### src/rtl/counting_semaphore_wait_queue_assert.svh
// assertion macros for the counting semaphore unit
// clocked on i_clk, disabled while i_rst_n is low; empty when SYNTHESIS is set
`ifndef COUNTING_SEMAPHORE_WAIT_QUEUE_ASSERT_SVH
`define COUNTING_SEMAPHORE_WAIT_QUEUE_ASSERT_SVH
`ifndef SYNTHESIS
`define CSQ_ASSERT_IMP(lbl, ante, cons, msg) \
    lbl: assert property (@(posedge i_clk) disable iff (!i_rst_n) (ante) |-> (cons)) \
        else $error(msg);
`define CSQ_ASSERT_NXT(lbl, ante, cons, msg) \
    lbl: assert property (@(posedge i_clk) disable iff (!i_rst_n) (ante) |=> (cons)) \
        else $error(msg);
`else
`define CSQ_ASSERT_IMP(lbl, ante, cons, msg)
`define CSQ_ASSERT_NXT(lbl, ante, cons, msg)
`endif
`endif

### src/rtl/csq_pkg.sv
// shared types, widths and codes of the counting semaphore unit
// no dependencies
`timescale 1ns / 1ps

package csq_pkg;

    localparam int NUM_SEMS_DEF  = 16;
    localparam int NUM_PROCS_DEF = 32;

    localparam int FUNC_W = 2;
    localparam int SID_W  = 4;
    localparam int PID_W  = 5;
    localparam int CNT_W  = 8;
    localparam int STAT_W = 2;

    localparam logic [CNT_W-1:0] CNT_MAX = {CNT_W{1'b1}};

    typedef enum logic [FUNC_W-1:0] {
        FUNC_CREATE = 2'd0,
        FUNC_LOCK   = 2'd1,
        FUNC_UNLOCK = 2'd2,
        FUNC_NOP    = 2'd3
    } t_func;

    typedef enum logic [STAT_W-1:0] {
        ST_OK         = 2'd0,
        ST_NO_FREE    = 2'd1,
        ST_QUEUE_FULL = 2'd2
    } t_status;

    typedef enum logic [1:0] {
        OP_NONE,
        OP_CREATE,
        OP_LOCK,
        OP_UNLOCK
    } t_op;

    typedef enum logic [1:0] {
        BK_IDLE,
        BK_EXEC,
        BK_WAKE
    } t_bk_state;

    typedef struct packed {
        t_op              op;
        logic [SID_W-1:0] sid;
        logic [PID_W-1:0] pid;
        logic [CNT_W-1:0] init;
    } t_cmd;

    typedef struct packed {
        logic [SID_W-1:0] new_sem_id;
        logic             caller_blocked;
        logic             woken_valid;
        logic [PID_W-1:0] woken_pid;
        t_status          status;
    } t_result;

endpackage

### src/rtl/csq_front.sv
// front end: accepts request words, classifies them, holds a two-entry command queue
// depends on csq_pkg
`timescale 1ns / 1ps

module csq_front import csq_pkg::*; #(
    parameter int NUM_SEMS = NUM_SEMS_DEF
) (
    input  logic             i_clk,
    input  logic             i_rst_n,
    input  logic             i_in_valid,
    output logic             o_in_ready,
    input  logic [FUNC_W-1:0] i_func,
    input  logic [SID_W-1:0] i_sem_id,
    input  logic [PID_W-1:0] i_caller_pid,
    input  logic [CNT_W-1:0] i_initial_count,
    output logic             o_cmd_valid,
    input  logic             i_cmd_ready,
    output t_cmd             o_cmd
);

    localparam int QDEPTH = 2;

    t_cmd       r_q [QDEPTH];
    logic       r_wr_ptr;
    logic       r_rd_ptr;
    logic [1:0] r_count;
    logic [1:0] n_count;
    t_cmd       cmd_in;
    logic       in_range;
    logic       push;
    logic       pop;

    // classify
    always_comb begin
        in_range      = (32'(i_sem_id) < NUM_SEMS);
        cmd_in.sid    = i_sem_id;
        cmd_in.pid    = i_caller_pid;
        cmd_in.init   = i_initial_count;
        case (t_func'(i_func))
            FUNC_CREATE: cmd_in.op = OP_CREATE;
            FUNC_LOCK:   cmd_in.op = in_range ? OP_LOCK : OP_NONE;
            FUNC_UNLOCK: cmd_in.op = in_range ? OP_UNLOCK : OP_NONE;
            default:     cmd_in.op = OP_NONE;
        endcase
    end

    assign o_in_ready  = (r_count != 2'(QDEPTH));
    assign o_cmd_valid = (r_count != 2'd0);
    assign o_cmd       = r_q[r_rd_ptr];
    assign push        = i_in_valid && o_in_ready;
    assign pop         = o_cmd_valid && i_cmd_ready;

    always_comb begin
        n_count = r_count;
        if (push && !pop) begin
            n_count = r_count + 2'd1;
        end else if (pop && !push) begin
            n_count = r_count - 2'd1;
        end
    end

    always_ff @(posedge i_clk) begin
        if (!i_rst_n) begin
            r_wr_ptr <= 1'b0;
            r_rd_ptr <= 1'b0;
            r_count  <= 2'd0;
        end else begin
            r_count <= n_count;
            if (push) begin
                r_wr_ptr <= ~r_wr_ptr;
            end
            if (pop) begin
                r_rd_ptr <= ~r_rd_ptr;
            end
        end
    end

    always_ff @(posedge i_clk) begin
        if (push) begin
            r_q[r_wr_ptr] <= cmd_in;
        end
    end

endmodule

### src/rtl/csq_back.sv
// back end: semaphore records, wait-queue memory, sequencer and result register
// depends on csq_pkg
`timescale 1ns / 1ps

module csq_back import csq_pkg::*; #(
    parameter int NUM_SEMS  = NUM_SEMS_DEF,
    parameter int NUM_PROCS = NUM_PROCS_DEF
) (
    input  logic    i_clk,
    input  logic    i_rst_n,
    input  logic    i_cmd_valid,
    output logic    o_cmd_ready,
    input  t_cmd    i_cmd,
    output logic    o_out_valid,
    input  logic    i_out_ready,
    output t_result o_result
);

    localparam int SEM_W = (NUM_SEMS > 1) ? $clog2(NUM_SEMS) : 1;
    localparam int NF_W  = $clog2(NUM_SEMS + 1);
    localparam int QP_W  = $clog2(NUM_PROCS);
    localparam int OCC_W = $clog2(NUM_PROCS + 1);
    localparam int SUM_W = OCC_W + 1;
    localparam int WS_AW = SEM_W + QP_W;
    localparam int WS_DEPTH = 1 << WS_AW;

    // per-semaphore records
    logic [CNT_W-1:0] r_cnt_mem  [NUM_SEMS];
    logic [QP_W-1:0]  r_head_mem [NUM_SEMS];
    logic [OCC_W-1:0] r_occ_mem  [NUM_SEMS];
    logic [NUM_SEMS-1:0] r_sem_vld;
    // wait-queue storage
    logic [PID_W-1:0] r_ws_mem [WS_DEPTH];
    logic [PID_W-1:0] r_ws_rd;

    t_bk_state        r_state;
    t_bk_state        n_state;
    logic [NF_W-1:0]  r_next_free;
    logic [NF_W-1:0]  n_next_free;
    t_cmd             r_cmd;
    logic [SEM_W-1:0] r_idx;
    logic [CNT_W-1:0] r_rd_count;
    logic [QP_W-1:0]  r_rd_head;
    logic [OCC_W-1:0] r_rd_occ;
    logic             r_rd_vld;
    t_result          r_out;
    logic             r_out_vld;
    t_result          n_res;

    logic [SEM_W-1:0] rd_idx;
    logic             pop;
    logic [QP_W-1:0]  eff_head;
    logic [OCC_W-1:0] eff_occ;
    logic [SUM_W-1:0] tail_sum;
    logic [QP_W-1:0]  tail;
    logic [QP_W-1:0]  head_inc;
    logic             rec_we;
    logic [SEM_W-1:0] rec_idx;
    logic [CNT_W-1:0] rec_count;
    logic [QP_W-1:0]  rec_head;
    logic [OCC_W-1:0] rec_occ;
    logic             ws_we;
    logic             ws_re;
    logic [WS_AW-1:0] ws_addr;
    logic             out_ld;

    assign rd_idx   = SEM_W'(i_cmd.sid);
    assign pop      = i_cmd_valid && o_cmd_ready;
    assign eff_head = r_rd_vld ? r_rd_head : '0;
    assign eff_occ  = r_rd_vld ? r_rd_occ : '0;
    assign tail_sum = SUM_W'(eff_head) + SUM_W'(eff_occ);
    assign tail     = (tail_sum >= SUM_W'(NUM_PROCS)) ? QP_W'(tail_sum - SUM_W'(NUM_PROCS))
                                                      : QP_W'(tail_sum);
    assign head_inc = (eff_head == QP_W'(NUM_PROCS - 1)) ? '0 : eff_head + QP_W'(1);

    always_comb begin
        n_state     = r_state;
        o_cmd_ready = 1'b0;
        n_next_free = r_next_free;
        rec_we      = 1'b0;
        rec_idx     = r_idx;
        rec_count   = r_rd_count;
        rec_head    = eff_head;
        rec_occ     = eff_occ;
        ws_we       = 1'b0;
        ws_re       = 1'b0;
        ws_addr     = {r_idx, eff_head};
        out_ld      = 1'b0;
        n_res       = '0;
        n_res.status = ST_OK;
        case (r_state)
            BK_IDLE: begin
                o_cmd_ready = !r_out_vld || i_out_ready;
                if (i_cmd_valid && o_cmd_ready) begin
                    case (i_cmd.op)
                        OP_CREATE: begin
                            out_ld = 1'b1;
                            if (32'(r_next_free) < NUM_SEMS) begin
                                rec_we           = 1'b1;
                                rec_idx          = r_next_free[SEM_W-1:0];
                                rec_count        = i_cmd.init;
                                rec_head         = '0;
                                rec_occ          = '0;
                                n_next_free      = r_next_free + NF_W'(1);
                                n_res.new_sem_id = SID_W'(r_next_free);
                            end else begin
                                n_res.status = ST_NO_FREE;
                            end
                        end
                        OP_LOCK, OP_UNLOCK: begin
                            n_state = BK_EXEC;
                        end
                        default: begin
                            out_ld = 1'b1;
                        end
                    endcase
                end
            end
            BK_EXEC: begin
                n_state = BK_IDLE;
                out_ld  = 1'b1;
                rec_we  = 1'b1;
                if (r_cmd.op == OP_LOCK) begin
                    if (r_rd_count != '0) begin
                        rec_count = r_rd_count - CNT_W'(1);
                    end else if (eff_occ == OCC_W'(NUM_PROCS)) begin
                        n_res.status = ST_QUEUE_FULL;
                    end else begin
                        ws_we   = 1'b1;
                        ws_addr = {r_idx, tail};
                        rec_occ = eff_occ + OCC_W'(1);
                        n_res.caller_blocked = 1'b1;
                    end
                end else begin
                    if (eff_occ != '0) begin
                        ws_re    = 1'b1;
                        rec_head = head_inc;
                        rec_occ  = eff_occ - OCC_W'(1);
                        out_ld   = 1'b0;
                        n_state  = BK_WAKE;
                    end else if (r_rd_count != CNT_MAX) begin
                        rec_count = r_rd_count + CNT_W'(1);
                    end
                end
            end
            BK_WAKE: begin
                n_state           = BK_IDLE;
                out_ld            = 1'b1;
                n_res.woken_valid = 1'b1;
                n_res.woken_pid   = r_ws_rd;
            end
            default: begin
                n_state = BK_IDLE;
            end
        endcase
    end

    always_ff @(posedge i_clk) begin
        if (!i_rst_n) begin
            r_state     <= BK_IDLE;
            r_next_free <= '0;
            r_sem_vld   <= '0;
            r_out_vld   <= 1'b0;
        end else begin
            r_state     <= n_state;
            r_next_free <= n_next_free;
            if (rec_we) begin
                r_sem_vld[rec_idx] <= 1'b1;
            end
            if (out_ld) begin
                r_out_vld <= 1'b1;
            end else if (i_out_ready) begin
                r_out_vld <= 1'b0;
            end
        end
    end

    always_ff @(posedge i_clk) begin
        if (rec_we) begin
            r_cnt_mem[rec_idx]  <= rec_count;
            r_head_mem[rec_idx] <= rec_head;
            r_occ_mem[rec_idx]  <= rec_occ;
        end
        if (pop) begin
            r_cmd      <= i_cmd;
            r_idx      <= rd_idx;
            r_rd_count <= r_cnt_mem[rd_idx];
            r_rd_head  <= r_head_mem[rd_idx];
            r_rd_occ   <= r_occ_mem[rd_idx];
            r_rd_vld   <= r_sem_vld[rd_idx];
        end
    end

    always_ff @(posedge i_clk) begin
        if (ws_we) begin
            r_ws_mem[ws_addr] <= r_cmd.pid;
        end
        if (ws_re) begin
            r_ws_rd <= r_ws_mem[ws_addr];
        end
    end

    always_ff @(posedge i_clk) begin
        if (out_ld) begin
            r_out <= n_res;
        end
    end

    assign o_out_valid = r_out_vld;
    assign o_result    = r_out;

endmodule

### src/rtl/counting_semaphore_wait_queue.sv
// top level of the counting semaphore unit with per-semaphore fifo wait queues
// depends on csq_pkg, csq_front, csq_back and counting_semaphore_wait_queue_assert.svh
//
//  channel   handshake                  word
//  request   i_in_valid / o_in_ready    i_func, i_sem_id, i_caller_pid, i_initial_count
//  result    o_out_valid / i_out_ready  o_new_sem_id, o_caller_blocked, o_woken_valid,
//                                       o_woken_pid, o_status
//
// a request enters a two-entry command queue; the sequencer answers create or no-op
// from its idle state, lock or unlock from the exec state after the registered record
// read, and a waking unlock from the wake state after the wait-queue memory read
// synchronous active-low reset; per-semaphore valid bits, so no clearing pass
// requests are queued while a result waits on the output register, up to a full queue
`timescale 1ns / 1ps
`include "counting_semaphore_wait_queue_assert.svh"

module counting_semaphore_wait_queue import csq_pkg::*; #(
    parameter int NUM_SEMS  = NUM_SEMS_DEF,
    parameter int NUM_PROCS = NUM_PROCS_DEF
) (
    input  logic              i_clk,
    input  logic              i_rst_n,
    input  logic              i_in_valid,
    output logic              o_in_ready,
    input  logic [FUNC_W-1:0] i_func,
    input  logic [SID_W-1:0]  i_sem_id,
    input  logic [PID_W-1:0]  i_caller_pid,
    input  logic [CNT_W-1:0]  i_initial_count,
    output logic              o_out_valid,
    input  logic              i_out_ready,
    output logic [SID_W-1:0]  o_new_sem_id,
    output logic              o_caller_blocked,
    output logic              o_woken_valid,
    output logic [PID_W-1:0]  o_woken_pid,
    output logic [STAT_W-1:0] o_status
);

    t_cmd    cmd;
    logic    cmd_valid;
    logic    cmd_ready;
    t_result result;

    csq_front #(
        .NUM_SEMS (NUM_SEMS)
    ) u_front (
        .i_clk           (i_clk),
        .i_rst_n         (i_rst_n),
        .i_in_valid      (i_in_valid),
        .o_in_ready      (o_in_ready),
        .i_func          (i_func),
        .i_sem_id        (i_sem_id),
        .i_caller_pid    (i_caller_pid),
        .i_initial_count (i_initial_count),
        .o_cmd_valid     (cmd_valid),
        .i_cmd_ready     (cmd_ready),
        .o_cmd           (cmd)
    );

    csq_back #(
        .NUM_SEMS  (NUM_SEMS),
        .NUM_PROCS (NUM_PROCS)
    ) u_back (
        .i_clk       (i_clk),
        .i_rst_n     (i_rst_n),
        .i_cmd_valid (cmd_valid),
        .o_cmd_ready (cmd_ready),
        .i_cmd       (cmd),
        .o_out_valid (o_out_valid),
        .i_out_ready (i_out_ready),
        .o_result    (result)
    );

    assign o_new_sem_id     = result.new_sem_id;
    assign o_caller_blocked = result.caller_blocked;
    assign o_woken_valid    = result.woken_valid;
    assign o_woken_pid      = result.woken_pid;
    assign o_status         = result.status;

    `CSQ_ASSERT_IMP(a_block_wake_excl, o_out_valid, !(o_caller_blocked && o_woken_valid), "blocked and woken in one result")
    `CSQ_ASSERT_IMP(a_event_ok, o_out_valid && (o_caller_blocked || o_woken_valid), o_status == ST_OK, "queue event with error status")
    `CSQ_ASSERT_IMP(a_no_free_clean, o_out_valid && (o_status == ST_NO_FREE), (o_new_sem_id == '0) && !o_caller_blocked && !o_woken_valid, "failed create carries data")
    `CSQ_ASSERT_NXT(a_cmd_pop_busy, cmd_valid && cmd_ready && ((cmd.op == OP_LOCK) || (cmd.op == OP_UNLOCK)), !cmd_ready, "sequencer took a command while busy")

endmodule
### config.mk
export PLATFORM = sky130hd
export DESIGN_NAME = counting_semaphore_wait_queue
export DESIGN_NICKNAME = d
export VERILOG_FILES = /design/src/rtl/csq_pkg.sv /design/src/rtl/csq_front.sv /design/src/rtl/csq_back.sv /design/src/rtl/counting_semaphore_wait_queue.sv
export VERILOG_INCLUDE_DIRS = /design/src /design/src/rtl
export SDC_FILE = /design/constraint.sdc
export NUM_CORES = 2
export LEC_CHECK = 0
export ABC_AREA = 1
export BUFFER_PORTS_ARGS = -buffer_cell sky130_fd_sc_hd__buf_2
export CORE_ASPECT_RATIO = 0.8
export CORE_MARGIN = 5
export CORE_UTILIZATION = 28
export CTS_CLUSTER_DIAMETER = 60
export DETAILED_ROUTE_END_ITERATION = 16
export PLACE_DENSITY = 0.45
export SKIP_CTS_REPAIR_TIMING = 1
export SLEW_MARGIN = 20
export SYNTH_ARGS = -nofsm -noshare
export SYNTH_HDL_FRONTEND = slang
export SYNTH_SLANG_ARGS = --single-unit
### constraint.sdc
create_clock -name i_clk -period 7.95 [get_ports i_clk]
set_input_delay 2.385 -clock i_clk [delete_from_list [all_inputs] [get_ports i_clk]]
set_output_delay 2.385 -clock i_clk [all_outputs]
set_load 0.02 [all_outputs]
==> results.tsv <==
metric	value	unit
max_freq	166.2	MHz
place_hpwl	218100	um
synthXorXnorAreaFrac	0.04830	%
synth_flop_cell	edfxtp_1	
hold_violations	0	
syn_nets	12400	
clk_transition_reported_paths	0.06	ns
first_iter_violations	7957	
cp.required	8.49	ns
powerDensity	378.9	mW/mm^2
clock_sinks	2980	
hp-start	u_back.r_sem_vld[0]	
hold_ws	0.4731	ns
path_class	reg2reg	
nets	12200	
design_area	0.1437	mm^2
min_path_type	reg2reg	
crit_arrival	6.56	ns
viasPerCell	4.593	
netlist_area	0.1269	mm^2
antenna_found_initial	19	
cts-root-buf	clkbuf_16	
crit_path_top_delay_cell	nor3_2	
die_area	0.4670	mm^2
wl_per_cell	21.14	um
placeableCoreArea	0.4524	mm^2
wirelength	390000	um
grt_pass1_vias	80690	
finalCriticalPeriod	6.018	ns
place.gp.congestion	0.7759	
cts_tree	built	
maxCapViolations	0	
placed_cells	17870	
skew	0.07403	ns
instances_no_fill	18440	
synth_top_family_by_area	simple AND/OR/NAND/NOR gates	
min_path_cells	2	
ys_ff_latch	2980	
end_kind	flip-flop	
portBuffers	37	
synthSimpleGateAreaFrac	24.31	%
grt_usage	16.19	%
cts_buffer_depth	4	
slowest_delay	0.79	ns
crit_family	simple AND/OR/NAND/NOR gates	
io_pins	38	
slew_violations	0	
cp_num_buf_inv	1	
reg2reg_to	u_back.r_ws_mem[101][4]	
rows	221	
synth_edf_count	2951	
grt_overflow	0	
postRouteAntennaNets	0	
multi_input_area	0.03440	mm^2
cts_buffers	316	
power.total	54430	uW
syn-mean-instance-area	10.27	um^2
synth_fa_ha_area_share	0.1380	%
vdd_drop_max	0.4503	mV
slew_headroom	22.65	%
async_flop_share	0	%
drc	0	
drtPass1Iterations	6	
r2r_cells	12	
min_to	u_back.r_sem_vld[0]	
cp_cell_sequence	nand2_1 > ha_1 > nand2_1 > nor2_1 > nand2_1 > nand4_4 > nand2_8 > nand2_8 > nor3_2 > nand2_4 > buf_4 > nor2_1	
synth_cells	12360	
synth_compound_area_share	2.159	%
post_dp_cell_area	0.1336	mm^2
tns	0	ns
rsz0062_at_grt	no	
worst_pin_slew	1.154	ns
leakage	0.05512	uW
yosys_warnings	0	
area_delta_synth_final	13.18	%
crit_fanout	70	
start_kind	flip-flop	
seq_area_frac_synth	70.26	%
min_period_over_period	75.70	%
setup-violations-final	0	
die_h	612.2	um
path_common_cell	nand2_1	
fillers	46590	
vias	84710	
reg2reg_slack	1.93	ns
layout_commonest_cell	nand2_1	
rr_startpoint	u_back.r_rd_vld	
status	completed	
grt_pass1_wl	569800	um
die_w	762.8	um
worstSkewPairLatency	0.96	ns
regArea	0.08920	mm^2
h-tree-depth	5	
layout_common_cells	6381 x nand2_1, 2951 x edfxtp_1, 1069 x nor2_1	
synth_cell_types	47	
start_util	28.06	%
final_layout_size_suffix_gt1_share	5.910	%
yosys-mux-area-fraction	0.05520	%
grt_max_degree	169	
-- cell families (layout without fill, tap and decap cells) --
logic type | count (synthesis) | count (layout)
muxes | 7 | 7
AOI/OAI and AO/OA | 490 | 490
buffers and inverters | 850 | 906
other | 0 | 3
adders and majority gates | 14 | 14
DFF | 2980 | 2980
and+or+nand+nor | 8016 | 8016
xor gates and xnor gates | 7 | 7
-- per-layer routing --
metal  wire (um)  up-vias  global-route usage (%)
met5           0        -                       0
met2      170400     2212                   24.70
li1            -    40530                       -
met1      190500    41550                   24.63
met4        6837        0                   3.073
met3       22280      421                   2.088
-- flip-flops by register name (all words and copies together) (netlist names), 2 cells and up, named ones only --
register	count
u_back.r_occ_mem	96
u_back.r_rd_head	5
u_back.r_cmd	7
u_back.r_idx	4
u_back.r_rd_occ	6
u_back.r_ws_mem	2560
u_back.r_next_free	5
u_back.r_head_mem	80
u_back.r_ws_rd	5
u_back.r_rd_count	8
u_front.r_count	2
u_back.o_result	13
u_back.r_sem_vld	16
u_back.r_cnt_mem	128
u_back.r_state	2
u_front.r_q	38
-- how the worst max path moves through the flow --
stage                     from                      end  slack [ns]  cells after the start
2_1_floorplan  u_back.r_cmd[8]    u_back.r_ws_mem[0][0]        0.36                      0
3_3_place_gp       i_out_ready  u_back.r_head_mem[3][1]        2.07                     13
3_5_place_dp   u_back.r_rd_vld  u_back.r_ws_mem[101][4]        1.97                     12
4_1_cts        u_back.r_rd_vld  u_back.r_ws_mem[101][4]        1.91                     12
5_1_grt        u_back.r_rd_vld        u_back.r_ws_rd[2]        1.63                     23
6_report       u_back.r_rd_vld  u_back.r_ws_mem[101][4]        1.93                     12
-- synth_stat cells (all sizes together) (7+ instances only) --
| library cell | count | share of area [%] |
|---|---|---|
| a21oi | 176 | 0.69 |
| buf | 428 | 1.8 |
| clkbuf | 287 | 0.85 |
| dfxtp | 29 | 0.46 |
| edfxtp | 2951 | 70 |
| ha | 14 | 0.14 |
| inv | 134 | 0.40 |
| mux2i | 7 | 0.055 |
| nand2 | 6410 | 19 |
| nand3 | 452 | 1.8 |
| nand4 | 9 | 0.061 |
| nor2 | 1095 | 3.3 |
| nor3 | 44 | 0.20 |
| o211ai | 21 | 0.12 |
| o21ai | 226 | 0.89 |
| o221ai | 29 | 0.20 |
| o32ai | 22 | 0.15 |
-- metrics by stage --
| step | util, % | worst slack (ns) |
|---|---|---|
| 2_1_floorplan | - | 0.3569 |
| 3_3_place_gp | 29.53 | 2.068 |
| 3_5_place_dp | 29.54 | 1.965 |
| 4_1_cts | 31.76 | 1.912 |
| 5_1_grt | 31.76 | 1.628 |
| 6_report | 31.76 | 1.932 |
-- tightest hold or removal path, cell delays in order, from the launching register on --
cell and delay [ns]:
dfxtp_1 0.33, nor2_1 0.05, nor2_1 0.07
-- final cells by class --
cell class,instances,share of cell area [%]
sequential,2980,62.08
multi-input combinational,8534,23.94
clock buffer,386,5.730
tap,6021,5.244
timing repair buffer,200,1.369
clock inverter,185,1.261
inverter,135,0.3649
antenna,3,0.005225
-- power by group --
part | internal, uW | total (uW) | switching [uW]
logic | 4230 | 19400 | 15100
registers | 20100 | 20300 | 210
clock network | 8270 | 14800 | 6490
No activity file was read; power rests on OpenSTA's default activity.
